## src/design/rleb_pkg.sv

```systemverilog
// ----------------------------------------------------------------------------
// rleb_pkg - shared types and constants for the RLE pitched blitter
// Token layout, configuration register indexes, widths and reset values.
// ----------------------------------------------------------------------------
`default_nettype none

package rleb_pkg;

	localparam int SEG_ADDR_W = 25;
	localparam int CFG_IDX_W  = 3;
	localparam int CFG_DATA_W = 14;

	localparam logic [CFG_IDX_W-1:0] CFG_DEST_COL     = 3'd0;
	localparam logic [CFG_IDX_W-1:0] CFG_DEST_ROW     = 3'd1;
	localparam logic [CFG_IDX_W-1:0] CFG_LINE_PITCH   = 3'd2;
	localparam logic [CFG_IDX_W-1:0] CFG_IMAGE_WIDTH  = 3'd3;
	localparam logic [CFG_IDX_W-1:0] CFG_IMAGE_HEIGHT = 3'd4;

	localparam logic [11:0] RST_DEST_COL     = 12'd0;
	localparam logic [11:0] RST_DEST_ROW     = 12'd0;
	localparam logic [13:0] RST_LINE_PITCH   = 14'd640;
	localparam logic [12:0] RST_IMAGE_WIDTH  = 13'd640;
	localparam logic [12:0] RST_IMAGE_HEIGHT = 13'd480;

	localparam int MIN_WIDTH  = 8;
	localparam int MIN_HEIGHT = 1;

	typedef struct packed {
		logic [7:0] color;
		logic [7:0] count;
	} token_t;

	typedef struct packed {
		logic [11:0] dest_col;
		logic [11:0] dest_row;
		logic [13:0] line_pitch;
		logic [12:0] image_width;
		logic [12:0] image_height;
	} cfg_t;

endpackage

`default_nettype wire

```

## src/design/rleb_front.sv

```systemverilog
// ----------------------------------------------------------------------------
// rleb_front - token intake and classification
// Turns a literal or run token into a pixel count and drops empty runs.
// ----------------------------------------------------------------------------
`default_nettype none

module rleb_front (
	input  wire logic            in_valid,
	output logic                 in_ready,
	input  wire logic            is_run,
	input  wire logic [7:0]      pixel_color,
	input  wire logic [7:0]      run_length,
	input  wire logic            q_full,
	output logic                 push,
	output rleb_pkg::token_t     push_data
);

	logic [7:0] count;

	always_comb begin
		count = is_run ? run_length : 8'd1;
		in_ready = !q_full;
		push = in_valid && !q_full && (count != 8'd0);
		push_data.color = pixel_color;
		push_data.count = count;
	end

endmodule

`default_nettype wire

```

## src/design/rleb_queue.sv

```systemverilog
// ----------------------------------------------------------------------------
// rleb_queue - two-entry token queue
// Decouples token intake from segment generation.
// ----------------------------------------------------------------------------
`default_nettype none

module rleb_queue (
	input  wire logic             clk,
	input  wire logic             arst_n,
	input  wire logic             push,
	input  wire rleb_pkg::token_t push_data,
	input  wire logic             pop,
	output logic                  full,
	output logic                  not_empty,
	output rleb_pkg::token_t      pop_data
);

	localparam int DEPTH = 2;
	localparam int PTR_W = $clog2(DEPTH);

	rleb_pkg::token_t mem_q [DEPTH];
	logic [PTR_W-1:0] wr_ptr_q;
	logic [PTR_W-1:0] rd_ptr_q;
	logic [PTR_W:0]   count_q;

	assign full      = (count_q == (PTR_W+1)'(DEPTH));
	assign not_empty = (count_q != '0);
	assign pop_data  = mem_q[rd_ptr_q];

	always_ff @(posedge clk) begin
		if (push) begin
			mem_q[wr_ptr_q] <= push_data;
		end
	end

	always_ff @(posedge clk or negedge arst_n) begin
		if (!arst_n) begin
			wr_ptr_q <= '0;
			rd_ptr_q <= '0;
			count_q  <= '0;
		end else begin
			if (push) begin
				wr_ptr_q <= wr_ptr_q + 1'b1;
			end
			if (pop) begin
				rd_ptr_q <= rd_ptr_q + 1'b1;
			end
			case ({push, pop})
				2'b10:   count_q <= count_q + 1'b1;
				2'b01:   count_q <= count_q - 1'b1;
				default: count_q <= count_q;
			endcase
		end
	end

endmodule

`default_nettype wire

```

## src/design/rleb_back.sv

```systemverilog
// ----------------------------------------------------------------------------
// rleb_back - segment generator
// Walks a token across image rows, one row segment per cycle while the output is not stalled, and tracks
// column, row address and pixel count of the current image.
// ----------------------------------------------------------------------------
`default_nettype none

module rleb_back #(
	parameter int MAX_DIM   = 4096,
	parameter int ADDR_BITS = 25
) (
	input  wire logic                          clk,
	input  wire logic                          arst_n,
	input  wire rleb_pkg::cfg_t                cfg,
	input  wire logic                          q_not_empty,
	input  wire rleb_pkg::token_t              q_data,
	output logic                               pop,
	output logic                               out_valid,
	input  wire logic                          out_ready,
	output logic [rleb_pkg::SEG_ADDR_W-1:0]    seg_address,
	output logic [7:0]                         seg_length,
	output logic [7:0]                         seg_color,
	output logic                               image_done,
	output logic                               last
);

	localparam int WB  = $clog2(MAX_DIM + 1);
	localparam int PWB = 2 * WB;
	localparam int SAW = rleb_pkg::SEG_ADDR_W;

	typedef enum logic [1:0] {
		ST_IDLE,
		ST_START,
		ST_SEG
	} state_t;

	state_t           state_q;
	rleb_pkg::token_t tok_q;
	logic [7:0]       rem_q;
	logic [WB-1:0]    col_q;
	logic [ADDR_BITS-1:0] row_q;
	logic [PWB-1:0]   pw_q;

	logic [WB-1:0]        width_q;
	logic [PWB-1:0]       size_q;
	logic [ADDR_BITS-1:0] base_q;

	logic                 out_valid_q;
	logic [SAW-1:0]       addr_q;
	logic [7:0]           len_q;
	logic [7:0]           color_q;
	logic                 done_q;
	logic                 last_q;

	logic [31:0]          w32;
	logic [31:0]          h32;
	logic [WB-1:0]        width_d;
	logic [WB-1:0]        height_d;
	logic [25:0]          base_prod;
	logic [32:0]          base_sum;

	logic [WB-1:0]        room_row;
	logic [PWB-1:0]       room_img;
	logic [7:0]           seg_len;
	logic [WB-1:0]        new_col;
	logic [PWB-1:0]       new_pw;
	logic [7:0]           rem_new;
	logic                 row_wrap;
	logic                 done;
	logic                 seg_last;
	logic [ADDR_BITS-1:0] row_next;
	logic [ADDR_BITS-1:0] addr_now;
	logic [ADDR_BITS+SAW-1:0] addr_ext;
	logic                 out_free;
	logic                 fire;

	always_comb begin
		w32 = 32'(cfg.image_width);
		h32 = 32'(cfg.image_height);
		if (w32 < 32'(rleb_pkg::MIN_WIDTH)) begin
			w32 = 32'(rleb_pkg::MIN_WIDTH);
		end else if (w32 > 32'(MAX_DIM)) begin
			w32 = 32'(MAX_DIM);
		end
		if (h32 < 32'(rleb_pkg::MIN_HEIGHT)) begin
			h32 = 32'(rleb_pkg::MIN_HEIGHT);
		end else if (h32 > 32'(MAX_DIM)) begin
			h32 = 32'(MAX_DIM);
		end
		width_d   = WB'(w32);
		height_d  = WB'(h32);
		base_prod = 26'(cfg.dest_row) * 26'(cfg.line_pitch);
		base_sum  = 33'(base_prod) + 33'(cfg.dest_col);
	end

	always_ff @(posedge clk) begin
		width_q <= width_d;
		size_q  <= PWB'(width_d) * PWB'(height_d);
		base_q  <= base_sum[ADDR_BITS-1:0];
	end

	always_comb begin
		room_row = width_q - col_q;
		room_img = size_q - pw_q;
		seg_len  = rem_q;
		if (PWB'(room_row) < PWB'(seg_len)) begin
			seg_len = 8'(room_row);
		end
		if (room_img < PWB'(seg_len)) begin
			seg_len = 8'(room_img);
		end
		new_col  = col_q + WB'(seg_len);
		new_pw   = pw_q + PWB'(seg_len);
		rem_new  = rem_q - seg_len;
		row_wrap = (new_col >= width_q);
		done     = (new_pw >= size_q);
		seg_last = done || (rem_new == 8'd0);
		row_next = row_q + ADDR_BITS'(cfg.line_pitch);
		addr_now = row_q + ADDR_BITS'(col_q);
		addr_ext = {{SAW{1'b0}}, addr_now};
		out_free = !out_valid_q || out_ready;
		fire     = (state_q == ST_SEG) && out_free;
		pop      = q_not_empty && ((state_q == ST_IDLE) || (fire && seg_last));
	end

	always_ff @(posedge clk) begin
		if (pop) begin
			tok_q <= q_data;
		end
		if (fire) begin
			addr_q  <= addr_ext[SAW-1:0];
			len_q   <= seg_len;
			color_q <= tok_q.color;
			done_q  <= done;
			last_q  <= seg_last;
		end
	end

	always_ff @(posedge clk or negedge arst_n) begin
		if (!arst_n) begin
			state_q     <= ST_IDLE;
			rem_q       <= '0;
			col_q       <= '0;
			row_q       <= '0;
			pw_q        <= '0;
			out_valid_q <= 1'b0;
		end else begin
			if (fire) begin
				out_valid_q <= 1'b1;
			end else if (out_ready) begin
				out_valid_q <= 1'b0;
			end
			case (state_q)
				ST_IDLE: begin
					if (pop) begin
						rem_q   <= q_data.count;
						state_q <= ST_START;
					end
				end
				ST_START: begin
					if ((pw_q >= size_q) || (pw_q == '0)) begin
						col_q <= '0;
						row_q <= base_q;
						pw_q  <= '0;
					end else if (col_q >= width_q) begin
						col_q <= '0;
						row_q <= row_next;
					end
					state_q <= ST_SEG;
				end
				ST_SEG: begin
					if (fire) begin
						if (done) begin
							pw_q  <= '0;
							col_q <= '0;
						end else if (row_wrap) begin
							pw_q  <= new_pw;
							col_q <= '0;
						end else begin
							pw_q  <= new_pw;
							col_q <= new_col;
						end
						if (row_wrap) begin
							row_q <= row_next;
						end
						if (seg_last && pop) begin
							rem_q   <= q_data.count;
							state_q <= ST_START;
						end else if (seg_last) begin
							rem_q   <= rem_new;
							state_q <= ST_IDLE;
						end else begin
							rem_q <= rem_new;
						end
					end
				end
				default: state_q <= ST_IDLE;
			endcase
		end
	end

	assign out_valid   = out_valid_q;
	assign seg_address = addr_q;
	assign seg_length  = len_q;
	assign seg_color   = color_q;
	assign image_done  = done_q;
	assign last        = last_q;

endmodule

`default_nettype wire

```

## src/design/flagged_rle_pitched_blit.sv

```systemverilog
// ----------------------------------------------------------------------------
// flagged_rle_pitched_blit - run-length decoder into a pitched frame buffer
// Literal and run tokens become row segments (address, length, colour).
// A token passes through the queue and a start state before the segment
// state writes its segments into the output register, one row per cycle
// while the output is not stalled; a waiting token is popped with the last.
// Reset: asynchronous; clears queue, image position and output valid, and
// loads the registers with their reset values.
// ----------------------------------------------------------------------------
`default_nettype none

module flagged_rle_pitched_blit #(
	parameter int MAX_DIM   = 4096,
	parameter int ADDR_BITS = 25
) (
	input  wire logic                                clk,
	input  wire logic                                arst_n,
	input  wire logic                                in_valid,
	output logic                                     in_ready,
	input  wire logic                                is_run,
	input  wire logic [7:0]                          pixel_color,
	input  wire logic [7:0]                          run_length,
	output logic                                     out_valid,
	input  wire logic                                out_ready,
	output logic [rleb_pkg::SEG_ADDR_W-1:0]          seg_address,
	output logic [7:0]                               seg_length,
	output logic [7:0]                               seg_color,
	output logic                                     image_done,
	output logic                                     last,
	input  wire logic                                cfg_valid,
	output logic                                     cfg_ready,
	input  wire logic [rleb_pkg::CFG_IDX_W-1:0]      cfg_index,
	input  wire logic [rleb_pkg::CFG_DATA_W-1:0]     cfg_data
);

	rleb_pkg::cfg_t   cfg_q;
	rleb_pkg::token_t push_data;
	rleb_pkg::token_t pop_data;
	logic             push;
	logic             pop;
	logic             q_full;
	logic             q_not_empty;

	assign cfg_ready = 1'b1;

	always_ff @(posedge clk or negedge arst_n) begin
		if (!arst_n) begin
			cfg_q.dest_col     <= rleb_pkg::RST_DEST_COL;
			cfg_q.dest_row     <= rleb_pkg::RST_DEST_ROW;
			cfg_q.line_pitch   <= rleb_pkg::RST_LINE_PITCH;
			cfg_q.image_width  <= rleb_pkg::RST_IMAGE_WIDTH;
			cfg_q.image_height <= rleb_pkg::RST_IMAGE_HEIGHT;
		end else if (cfg_valid) begin
			case (cfg_index)
				rleb_pkg::CFG_DEST_COL:     cfg_q.dest_col     <= cfg_data[11:0];
				rleb_pkg::CFG_DEST_ROW:     cfg_q.dest_row     <= cfg_data[11:0];
				rleb_pkg::CFG_LINE_PITCH:   cfg_q.line_pitch   <= cfg_data[13:0];
				rleb_pkg::CFG_IMAGE_WIDTH:  cfg_q.image_width  <= cfg_data[12:0];
				rleb_pkg::CFG_IMAGE_HEIGHT: cfg_q.image_height <= cfg_data[12:0];
				default: ;
			endcase
		end
	end

	rleb_front u_front (
		.in_valid    (in_valid),
		.in_ready    (in_ready),
		.is_run      (is_run),
		.pixel_color (pixel_color),
		.run_length  (run_length),
		.q_full      (q_full),
		.push        (push),
		.push_data   (push_data)
	);

	rleb_queue u_queue (
		.clk       (clk),
		.arst_n    (arst_n),
		.push      (push),
		.push_data (push_data),
		.pop       (pop),
		.full      (q_full),
		.not_empty (q_not_empty),
		.pop_data  (pop_data)
	);

	rleb_back #(
		.MAX_DIM   (MAX_DIM),
		.ADDR_BITS (ADDR_BITS)
	) u_back (
		.clk         (clk),
		.arst_n      (arst_n),
		.cfg         (cfg_q),
		.q_not_empty (q_not_empty),
		.q_data      (pop_data),
		.pop         (pop),
		.out_valid   (out_valid),
		.out_ready   (out_ready),
		.seg_address (seg_address),
		.seg_length  (seg_length),
		.seg_color   (seg_color),
		.image_done  (image_done),
		.last        (last)
	);

endmodule

`default_nettype wire

```

## config.mk

```make
export PLATFORM = sky130hd
export DESIGN_NAME = flagged_rle_pitched_blit
export DESIGN_NICKNAME = d
export VERILOG_FILES = /design/src/design/rleb_pkg.sv /design/src/design/rleb_front.sv /design/src/design/rleb_queue.sv /design/src/design/rleb_back.sv /design/src/design/flagged_rle_pitched_blit.sv
export SDC_FILE = /design/constraint.sdc
export NUM_CORES = 1
export LEC_CHECK = 0
export ABC_AREA = 1
export BUFFER_PORTS_ARGS = -buffer_cell sky130_fd_sc_hd__buf_2
export CAP_MARGIN = 20
export CORE_ASPECT_RATIO = 1.4
export CORE_MARGIN = 3
export CORE_UTILIZATION = 63
export CTS_BUF_LIST = sky130_fd_sc_hd__clkbuf_4 sky130_fd_sc_hd__clkbuf_8
export CTS_CLUSTER_SIZE = 20
export DETAILED_ROUTE_END_ITERATION = 8
export PLACE_DENSITY = 0.82
export SYNTH_ARGS = -nofsm -noshare
export SYNTH_HDL_FRONTEND = slang
export SYNTH_HIERARCHICAL = 1
export SYNTH_SLANG_ARGS = --single-unit
```

## constraint.sdc

```tcl
create_clock -name clk -period 13.4 [get_ports clk]
set_input_delay 1.34 -clock clk [delete_from_list [all_inputs] [get_ports clk]]
set_output_delay 1.34 -clock clk [all_outputs]
set_load 0.1 [all_outputs]
```

**Yosys cells after proc, flatten, opt, wreduce, memory -nomap -nowiden**

Memory sizes are Yosys's and may differ from the RTL's.
Cells that the tools add are included.

- Memories kept: 1
- Logic and storage cells: 131
- Register bits: 258
- Bits of input ports: 39
- Memory bits (writable): 32
- Output and inout bits: 46

Memories:

| name | words | width | read ports | clocked after Yosys merged registers in | write ports | line | RTL |
|---|---|---|---|---|---|---|---|
| u_queue.mem_q | 2 | 16 | 1 | 0 | 1 | rleb_queue.sv:21 | `rleb_pkg::token_t mem_q [DEPTH];` |

- Add/subtract/negate cells: 12
- Reduce and logical (&&, ||, !) cells: 32
- Magnitude comparators: 10
- Multipliers: 2
- Mux-type cells: 36
- Equality and inequality tests: 15

Operator list:

| operator | number |
|---|---|
| 13-bit two-way mux | 9 |
| 25-bit two-way mux | 4 |
| 26-bit two-way mux | 3 |
| 26-bit >= comparator | 2 |
| 26-bit one-hot mux with 2 select lines | 1 |
| 25-bit one-hot mux with 2 select lines | 1 |
| 8-bit two-way mux | 6 |
| 26-bit by 8-bit adder with 26-bit output | 1 |
| 13-bit >= comparator | 2 |
| 13-bit greater-than comparator (second input constant) | 2 |
| 26-bit zero test | 1 |
| 26-bit by 8-bit < comparator with 1-bit output | 1 |
| 13-bit by 13-bit multiplier with 26-bit output | 1 |
| 13-bit one-hot mux with 2 select lines | 1 |
| 26-bit subtractor | 1 |
| 25-bit by 12-bit adder with 25-bit output | 1 |
| 25-bit by 13-bit adder with 25-bit output | 1 |
| 25-bit by 14-bit adder with 25-bit output | 1 |
| 12-bit by 14-bit multiplier with 25-bit output | 1 |
| 8-bit one-hot mux with 2 select lines | 1 |
| 13-bit by 8-bit adder with 13-bit output | 1 |
| 13-bit by 1-bit < comparator with 1-bit output (second input constant) | 1 |
| 13-bit by 4-bit < comparator with 1-bit output (second input constant) | 1 |
| 13-bit by 8-bit < comparator with 1-bit output | 1 |
| other kinds (28) | 62 |

**Logic depth before layout (Yosys ltp)**

Gate-level depths: netlist of run 1.

- Depth in word-level cells: 15
- Gate-level depth with buffers: 72
- Depth with buffers taken out: 71

**Hierarchy**

Netlist of run 1, hierarchy kept.

Modules (own cells, without submodules):

| module | cells an instance | instances | area each (um^2) | seq. area each (um^2) |
|---|---|---|---|---|
| rleb_back | 2991 | 1 | 23724.0 | 4689.5 |
| flagged_rle_pitched_blit | 292 | 1 | 2617.5 | 1611.5 |
| rleb_queue | 108 | 1 | 1478.9 | 1061.0 |
| rleb_front | 36 | 1 | 198.9 | 0.0 |

**Worst setup path before layout of run 1**

OpenSTA, ideal clock, no wires.

- Kind: register to register
- Start: register u_back.col_q[0]
- End: register u_queue.count_q[1]
- Data arrival time: 8.634 ns
- Setup time: 0.117 ns
- Clock period less this slack: 8.751 ns
- Stages on the path, launching flop included: 66
- Buffers on the path: 1
- Data required time: 13.283 ns
- Slack: 4.649 ns
- Path through: dfrtp_1 > ha_1 > inv_1 > fa_1 > nand2_1 > nand2_1 > xor2_1 > ha_1 > nand2_1 > inv_1 > nand4_1 > nand3_1 > nand2_1 > a21boi_0 > nor2_1 > nand3_4 > inv_2 > nand2_1 > [30 not listed] > inv_1 > ha_1 > nand2_1 > nor3_1 > inv_1 > nor4_1 > and3_1 > a221oi_1 > nand2_1 > inv_1 > nand2_4 > nand2_1 > nand2_1 > ha_1 > inv_1 > nand3_1 > nand2_1 > nand2_1

- Word-level cells in the longest chain between the ends: 13
- Elaborated cells on any way between the ends: 17
- Those cells by class: 3 x add/sub; 3 x order compare; 2 x eq/ne; 3 x mux; 6 x reduce/logical

Ends and longest elaborated chain:

| item | line | RTL |
|---|---|---|
| start: declaration | rleb_back.sv:40 | `logic [WB-1:0] col_q;` |
| start signal: assignment | rleb_back.sv:181 | `col_q <= new_col;` |
| 13-bit subtractor (*) | rleb_back.sv:103 | `room_row = width_q - col_q;` |
| 13-bit by 8-bit < comparator with 1-bit output | rleb_back.sv:106 | `if (PWB'(room_row) < PWB'(seg_len)) begin` |
| 8-bit two-way mux (*) | rleb_back.sv:106 |  |
| 26-bit by 8-bit < comparator with 1-bit output | rleb_back.sv:109 | `if (room_img < PWB'(seg_len)) begin` |
| 8-bit two-way mux (*) | rleb_back.sv:109 |  |
| via u_back.seg_len[0] | rleb_back.sv:64 | `logic [7:0] seg_len;` |
| 26-bit by 8-bit adder with 26-bit output (*) | rleb_back.sv:113 | `new_pw = pw_q + PWB'(seg_len);` |
| 26-bit >= comparator (*) | rleb_back.sv:116 | `done = (new_pw >= size_q);` |
| via u_back.done | rleb_back.sv:69 | `logic done;` |
| 1-bit logical OR (*) | rleb_back.sv:117 | `seg_last = done \|\| (rem_new == 8'd0);` |
| via u_back.seg_last | rleb_back.sv:70 | `logic seg_last;` |
| 1-bit logical AND (*) | rleb_back.sv:123 | `pop = q_not_empty && ((state_q == ST_IDLE) \|\| (fire && seg_last));` |
| 1-bit logical OR (*) | rleb_back.sv:123 |  |
| 1-bit logical AND (*) | rleb_back.sv:123 |  |
| via pop | flagged_rle_pitched_blit.sv:40 | `logic pop;` |
| 2-bit by 1-bit == test with 1-bit output or 2-bit == test (tied branches) | rleb_queue.sv:48 | `case ({push, pop})` |
| 2-bit one-hot mux with 2 select lines or 2-bit nonzero test (tied branches) | -- |  |
| end signal: assignment | rleb_queue.sv:49 | `2'b10: count_q <= count_q + 1'b1;` |
| end signal: assignment | rleb_queue.sv:50 | `2'b01: count_q <= count_q - 1'b1;` |
| end signal: assignment | rleb_queue.sv:51 | `default: count_q <= count_q;` |
| end: declaration | rleb_queue.sv:24 | `logic [PTR_W:0] count_q;` |

Mark *: on every way through the listed nets, which the timed path passes. The rest lies on a longest branch.
A chain may end at the register's enable or synchronous reset.

**Worst setup path after layout of run 1**

- Start: register u_back.col_q[0]
- End: register u_back.row_q[16]

- Word-level cells in the longest chain between the ends: 9
- Elaborated cells on any way between the ends: 11
- Those cells by class: 2 x add/sub; 4 x order compare; 2 x eq/ne; 2 x mux; 1 x reduce/logical

Ends and longest elaborated chain:

| item | line | RTL |
|---|---|---|
| 13-bit subtractor (*) | rleb_back.sv:103 |  |
| 13-bit by 8-bit < comparator with 1-bit output | rleb_back.sv:106 |  |
| 8-bit two-way mux (*) | rleb_back.sv:106 |  |
| 26-bit by 8-bit < comparator with 1-bit output | rleb_back.sv:109 |  |
| 8-bit two-way mux (*) | rleb_back.sv:109 |  |
| via u_back.seg_len[0] | rleb_back.sv:64 |  |
| 13-bit by 8-bit adder with 13-bit output (*) | rleb_back.sv:112 | `new_col = col_q + WB'(seg_len);` |
| 13-bit >= comparator (*) | rleb_back.sv:115 | `row_wrap = (new_col >= width_q);` |
| 2-bit by 1-bit != test with 1-bit output (no source line) (*) | -- |  |
| 4-bit AND reduction (no source line) (*) | -- |  |
| end signal: assignment | rleb_back.sv:163 | `row_q <= base_q;` |
| end signal: assignment | rleb_back.sv:167 | `row_q <= row_next;` |
| end signal: assignment | rleb_back.sv:184 | `row_q <= row_next;` |
| end: declaration | rleb_back.sv:41 | `logic [ADDR_BITS-1:0] row_q;` |

Marked as above.

==> results of run 1 <==
[where the power goes]
group	internal [mW]	switching [mW]	leakage [nW]
Combinational	1.80	3.51	12.4
Sequential	1.28	0.289	3.13
Clock	0.491	0.386	0.565
Total	3.57	4.18	16.1
[registers in the layout, indices dropped and copies added (netlist names), 2 cells and up]
register            cells
u_back/size_q          26
u_back/seg_length       8
u_back/seg_color        8
u_queue/mem_q          32
u_back/row_q           25
u_back/pw_q            26
u_back/col_q           13
u_back/base_q          25
u_back/width_q         13
u_back/tok_q            8
u_queue/count_q         2
u_back/state_q          2
u_back/rem_q            8
cfg_q                  64
u_back/seg_address     25
[cell type report]
| type | count | area share [%] |
|---|---|---|
| diodes | 1 | 0.008393 |
| clock buffers | 67 | 2.841 |
| clock inverters | 23 | 0.7764 |
| inverters | 717 | 9.027 |
| multi-input cells | 2331 | 58.68 |
| flip-flops and latches | 290 | 24.69 |
| well taps | 552 | 2.317 |
| repair buffers | 92 | 1.653 |
[worst reg2reg max path: cells and delay by family (launching register included)]
family,cells,cell delay (ns)
AO/OA/AOI/OAI,13,2.40
XOR/XNOR,2,0.46
adder cells (fa/ha/maj),7,2.26
buffers and inverters,9,1.59
flip-flops,1,0.41
AND/OR/NAND/NOR,24,3.18
[final timing paths]
path | from | endpoint | slack [ns]
max in group asynchronous | arst_n | u_back/row_q[24]$_DFFE_PN0P_ | 11.24
hold / removal | u_back/tok_q[15]$_DFFE_PN_ | u_back/seg_color[7]$_DFFE_PP_ | 0.41
setup reg to reg | u_back/col_q[0]$_DFFE_PN0P_ | u_back/row_q[16]$_DFFE_PN0P_ | 3.02
hold reg to reg | u_back/tok_q[15]$_DFFE_PN_ | u_back/seg_color[7]$_DFFE_PP_ | 0.41
setup / recovery | u_back/col_q[0]$_DFFE_PN0P_ | u_back/row_q[16]$_DFFE_PN0P_ | 3.02
min in group asynchronous | arst_n | u_queue/wr_ptr_q$_DFFE_PN0P_ | 0.76
[logic make-up (layout without fill, tap and decap cells)]
logic type	after synthesis	after routing	share of synthesized area [%]
and+or+nand+nor	1269	1269	19.00
other	1	2	0.01338
AOI/OAI and AO/OA	374	374	7.739
buffers and inverters	806	899	11.31
xor gates and xnor gates	143	143	4.470
muxes	1	1	0.03573
adders and majority gates	543	543	31.16
DFF	290	290	26.27
[through the flow]
stage / area [um2] / setup WS [ns] / utilization (%) / power, mW / hold WS, ns
finish: 29810 / 3.016 / 68.59 / 7.756 / 0.4109
global route: 29810 / 1.928 / 68.59 / 8.479 / 0.4176
CTS: 29800 / 3.129 / 68.56 / 7.723 / 0.4116
detailed placement: 28720 / 3.185 / 66.08 / 6.806 / 0.4063
global placement: 28720 / 3.446 / 66.08 / 6.676 / 0.4006
floorplan: 28020 / 4.649 / - / 5.541 / 0.4003
[cells in the final DEF (no fill, tap or decap), types with 5 or more instances in the layout]
master / synthesis / layout
o22ai_1: 38 / 38
o21a_1: 8 / 8
edfxtp_1: 83 / 83
a31oi_1: 5 / 5
xor2_1: 108 / 108
o21bai_1: 15 / 15
o21ai_1: 19 / 19
nand2_1: 816 / 816
clkinv_1: 12 / 17
xnor2_1: 35 / 35
a21oi_1: 155 / 155
o211ai_1: 5 / 5
clkinv_2: 0 / 8
a211oi_1: 5 / 5
nand3_2: 6 / 6
clkbuf_4: 0 / 12
inv_1: 697 / 697
o21ai_0: 81 / 81
nand4_1: 30 / 30
buf_4: 14 / 8
nor3_1: 21 / 21
dfxtp_1: 64 / 64
clkbuf_8: 0 / 55
dfstp_2: 8 / 8
nand3b_1: 8 / 8
nand2_2: 17 / 17
inv_2: 8 / 8
dfrtp_1: 135 / 135
nor2_4: 5 / 6
a21o_1: 6 / 6
nand3_1: 146 / 146
ha_1: 285 / 285
nor4_1: 15 / 15
fa_1: 258 / 258
nor2_1: 185 / 184
buf_2: 10 / 82
o21ai_2: 15 / 15
nor2_2: 5 / 5
[routing by layer]
layer	routed length (um)	up-vias	global-route usage, %
met5	0	-	0
met4	6271	0	21.79
met3	4052	324	4.748
met2	37670	828	57.46
met1	26090	11020	34.70
li1	-	10800	-
==> results.md, run 1 <==
- Wire length after detailed routing: about 74 mm
- Cell family contributing the most delay on the critical path: simple AND/OR/NAND/NOR gates
- Number of buffers inserted by post-CTS setup repair: 0
- TNS Setup: 0 ns
- Part of the cycle the worst path needs: roughly 77%
- DRC Markers: 0
- CTS clk-pin slew, worst paths: around 0.07 ns
- Final period demand of the worst path: 10.38 ns
- Largest net degree at the start of global routing: 82
- Cell depth of the worst setup path: 55
- Clock root buffer: clkbuf_8
- Outcome: finished clean
- Routed via count divided by cell count: 5.640
- Layout cell share with drive strength beyond 1: under 10%
- TritonCTS Buffers: 48
- Main synth FF type: dfrtp_1
- Cell area power density: roughly 260 nW/um2
- Number of cells produced by synthesis: ~3400
- Site row count: 90
- Most frequent cell after synthesis: nand2_1
- RSZ-0062 raised after global routing: no
- Initial antenna violation count: 1
- Count of synthesis-stage warnings from yosys: 6
- Critical Path Max Stage Delay: 1.00 ns
- Max rail drop VDD: 0.1426 mV
- Pin slew with the least headroom to its limit: between 1 and 1.5 ns
- Sequential element share of the synthesized area: 26.27%
- Worst-path fanout max: 36
- Number of nets with antenna violations after detailed routing: 0
- CP Data Required Time: 13.85 ns
- FF-to-FF path depth: 55
- CP dominant cell by count: nand2_1
- Worst Setup End Kind: flip-flop
- Type of the worst min-delay path: flip-flop to flip-flop
- Buffers from clock root to sink, at most: 3
- Post-synth EDFFs: 83
- First-pass GRT wire length: about 120 mm
- Port bufs: 83
- DIE WIDTH: 184.2 um
- 1st-pass router iterations: 6
- Hold Path Depth: 0
- Critical Path Start Type: flip-flop
- Number of levels in the clock H-tree: 2
- Maximum achievable frequency: ~96 MHz
- Total buffers and inverters traversed by the critical path: 9
- TritonCTS clock tree: built
- Post_cts resized: 0
- Die outline area: around 47000 um2
- Synth area leaders: fa_1 (18%), ha_1 (13%), dfrtp_1 (12%)
- Normalized max-slew margin: a little under a third
- Initial Utilization: 64.46%
- Synthesis-stage register bit count: 290
- Most frequent cells after synthesis: nand2_1 (816), inv_1 (697), ha_1 (285), fa_1 (258), nor2_1 (185)
- Number of clock sinks seen by CTS: 290
- Netlist Area Pre-Place: ~28000 um2
- Number of I/O pins: between 80 and 90
- Worst setup path class: flip-flop to flip-flop
- Filler instances: approximately 3500
- Drt first-iter violations: 1463
- Multi-input gate area in the final layout: 17500 um2
- Maximum capacitance violations: 0
- Vias in the first global route: roughly 24000
- Sum of overflow across all layers after global routing: 0
- Post-cts hold buffer count: 0
- Final routed wire length divided by cell count: between 15 and 20 um
- Die H: 255.5 um
- Syn nets: approximately 4000
- Count of unique library cells instantiated by Yosys: 61
- Layout Nets: about 4100
- Number of standard cells in the final layout excluding fillers: slightly above 4000
- Overall routing resource usage: 32.15%
- Final-report max-slew violation count: 0
- Placeable core region: ~43000 um2
- Final RePlAce weighted congestion: 1.039
- Final count of hold timing violations: 0
- Total via count after detailed routing: between 20000 and 25000
- Synth-to-layout area growth: 6.408%
- Endpoints failing setup: 0
- Share of the synthesized area in the top cell type: 18.43%
- Register area: roughly 7400 um2
- Leak: ~16 nW
- HPWL reported at the end of detailed placement: around 59 mm
- Avg Inst Size Synth: slightly above 8 um2
- Number of placed instances with taps included: roughly 4000
- Latest clock arrival within the worst-skew pair: approximately 0.62 ns
- Async set-or-reset flop fraction in the synthesized netlist: just under 50%
- Post-synthesis cell type with the largest combined area: fa_1
- Worst clock skew on the final layout: around 0.044 ns
- Cell at the slowest stage of the critical path: clkinv_1
- Critical path data arrival time: about 11 ns
Power figures use the tool's default switching activity.
==> run 2: changes to the inputs <==
- CORE_UTILIZATION: 63 -> 60
- PLACE_DENSITY: 0.82 -> 0.81
- clock period: 13.4 -> 8.7 ns (I/O delays scaled with it)
==> run 2 against run 1 <==
The flow now finishes with violations (setup timing). First-iteration DRC count grew 5.8%. Flip-flop and latch count is the same. Combinational power grew 65%. Critical path type unchanged. Largest cell class unchanged. Largest power group unchanged.
==> results.md, run 2 (synthesized netlist as in run 1, its figures left out) <==
- Outcome: finished, violations left
- Violations in the final reports: setup timing
- HPWL reported at the end of detailed placement: 54.48 mm (-7.5%)
- Synth-to-layout area growth: 11.70%
- Total via count after detailed routing: 23270 (+1.3%)
- Critical Path Max Stage Delay: 0.39 ns (-0.61 ns)
- Largest net degree at the start of global routing: 80 (-2.4%)
- Max rail drop VDD: 0.3184 mV (+120%)
- Number of standard cells in the final layout excluding fillers: 4246 (+4.2%)
- Number of placed instances with taps included: 4122 (+3.5%)
- Port bufs: 83 (unchanged)
- DRC Markers: 0 (unchanged)
- Pin slew with the least headroom to its limit: 0.9985 ns (-0.02164 ns)
- Number of clock sinks seen by CTS: 290 (unchanged)
- Placeable core region: 46080 um2 (+6.0%)
- Type of the worst min-delay path: input pin to asynchronous set/reset pin
- Number of levels in the clock H-tree: 2 (unchanged)
- Layout cell share with drive strength beyond 1: 12.41% (+5.1 points)
- Die H: 261.7 um (+2.4%)
- TritonCTS clock tree: built
- Number of I/O pins: 85 (unchanged)
- Commonest cells after routing, fill and taps aside: nand2_1 (797), inv_1 (689), ha_1 (276)
- Final count of hold timing violations: 0 (unchanged)
- Worst setup path class: flip-flop to flip-flop
- Total power: 12.53 mW (+62%)
- Initial antenna violation count: 5 (+4)
- CTS clk-pin slew, worst paths: 0.07 ns (about the same)
- Final period demand of the worst path: 8.992 ns (-1.392 ns)
- Largest registers: cfg_q: 64 flops, u_queue/mem_q: 32 flops
- Overall routing resource usage: 28.51% (-3.6 points)
- Cell family contributing the most delay on the critical path: simple AND/OR/NAND/NOR gates
- Endpoints failing setup: 58 (+58)
- Worst-path fanout max: 8 (-78%)
- CP Data Required Time: 9.25 ns (-4.60 ns)
- Wire length after detailed routing: 72.16 mm (-2.6%)
- Normalized max-slew margin: 33.19% (+1.4 points)
- Maximum capacitance violations: 0 (unchanged)
- Most frequent standard cell in the layout excluding fill and tap cells: nand2_1
- Leak: 16.79 nW (+4.2%)
- Worst Setup End Kind: flip-flop
- Die outline area: 49360 um2 (+4.9%)
- Cell area power density: 400.5 nW/um2 (+54%)
- Critical Path Start Type: flip-flop
- Cell at the slowest stage of the critical path: fa_2
- RSZ-0062 raised after global routing: yes
- Layout Nets: 4167 (+2.6%)
- Latest clock arrival within the worst-skew pair: 0.67 ns (+0.05 ns)
- Clock root buffer: clkbuf_8
- First-pass GRT wire length: 113.7 mm (-5.4%)
- Critical path data arrival time: 9.54 ns (-1.29 ns)
- Sum of overflow across all layers after global routing: 0 (unchanged)
- DIE WIDTH: 188.6 um (+2.4%)
- Buffers from clock root to sink, at most: 3 (unchanged)
- Maximum achievable frequency: 111.2 MHz (+15%)
- Site row count: 93 (+3.3%)
- Final routed wire length divided by cell count: 17.00 um (-6.6%)
- Initial Utilization: 60.81% (-3.7 points)
- Post-cts hold buffer count: 0 (unchanged)
- 1st-pass router iterations: 7 (+1)
- Vias in the first global route: 23610 (-1.0%)
- Part of the cycle the worst path needs: 103.4% (+26 points)
- Flip-flop count of the largest register, all copies and words added: 64 (unchanged)
- Final setup margin: -0.2922 ns (-3.308 ns)
- Largest Register: cfg_q
- Total buffers and inverters traversed by the critical path: 9 (unchanged)
- Final-report max-slew violation count: 0 (unchanged)
- CP dominant cell by count: nand2_2
- Number of nets with antenna violations after detailed routing: 0 (unchanged)
- Worst clock skew on the final layout: 0.05254 ns (+0.008682 ns)
- Final RePlAce weighted congestion: 0.9649 (-7.1%)
- Routed via count divided by cell count: 5.480 (-2.8%)
- Drt first-iter violations: 1548 (+5.8%)
- TritonCTS Buffers: 48 (unchanged)
[run 2: final timing paths]
path                       depth (start not counted)  slack [ns]                             end                         from
max                                               68       -0.29  u_queue/count_q[1]$_DFFE_PN0P_  u_back/col_q[0]$_DFFE_PN0P_
min reg2reg                                        0        0.42   u_back/seg_color[6]$_DFFE_PP_   u_back/tok_q[14]$_DFFE_PN_
max in group asynchronous                          2        7.02           cfg_q[37]$_DFFE_PN0P_                       arst_n
min                                                1        0.24   u_back/state_q[1]$_DFFE_PN0P_                       arst_n
min in group clk                                   1        0.40  u_queue/mem_q[1][11]$_DFFE_PP_               pixel_color[3]
max reg2reg                                       68       -0.29  u_queue/count_q[1]$_DFFE_PN0P_  u_back/col_q[0]$_DFFE_PN0P_
[run 2: cell type report]
| type | instances | area [um2] |
|---|---|---|
| multi-input combinational | 2331 | 17960 |
| fill | 3641 | 14780 |
| sequential | 290 | 7363 |
| inverter | 717 | 2696 |
| timing repair buffer | 197 | 1381 |
| clock buffer | 72 | 903.4 |
| tap | 617 | 772.0 |
| clock inverter | 18 | 212.7 |
| antenna | 4 | 10.01 |
[run 2: layer usage]
| metal | vias to the layer above | track usage, % | wire length (um) |
|---|---|---|---|
| met2 | 878 | 52.39 | 36850 |
| li1 | 11010 | - | - |
| met4 | 4 | 13.56 | 3564 |
| met5 | - | 0 | 28 |
| met1 | 11140 | 32.41 | 27120 |
| met3 | 242 | 4.577 | 4603 |
[run 2: through the flow]
step | area, um2 | hold WS (ns) | utilization [%] | worst slack (ns) | TNS (ns)
3_5_place_dp | 29400 | 0.4088 | 63.80 | -0.3161 | -8.077
3_3_place_gp | 29400 | 0.4009 | 63.80 | -0.01562 | -0.01562
6_report | 31300 | 0.2424 | 67.92 | -0.2922 | -9.586
5_1_grt | 31290 | 0.2927 | 67.91 | -0.8092 | -42.63
4_1_cts | 30570 | 0.2608 | 66.34 | -0.04969 | -0.04969
2_1_floorplan | 28020 | 0.4003 | - | 0.05666 | 0
[run 2: timing repair]
| action | 4_1_cts | 5_1_grt |
|---|---|---|
| pin swaps | 2 | 59 |
| gates cloned | 0 | 4 |
| buffers inserted | 1 | 25 |
| setup endpoints to repair | 58 | 87 |
| gates resized for setup | 9 | 108 |
[run 2: report_power, final]
group / total, mW / internal, mW / switching [mW] / leakage (nW)
Clock: 1.40 / 0.792 / 0.609 / 0.585
Sequential: 2.39 / 1.97 / 0.422 / 3.13
Combinational: 8.74 / 3.23 / 5.52 / 13.1
Total: 12.5 / 5.99 / 6.55 / 16.8
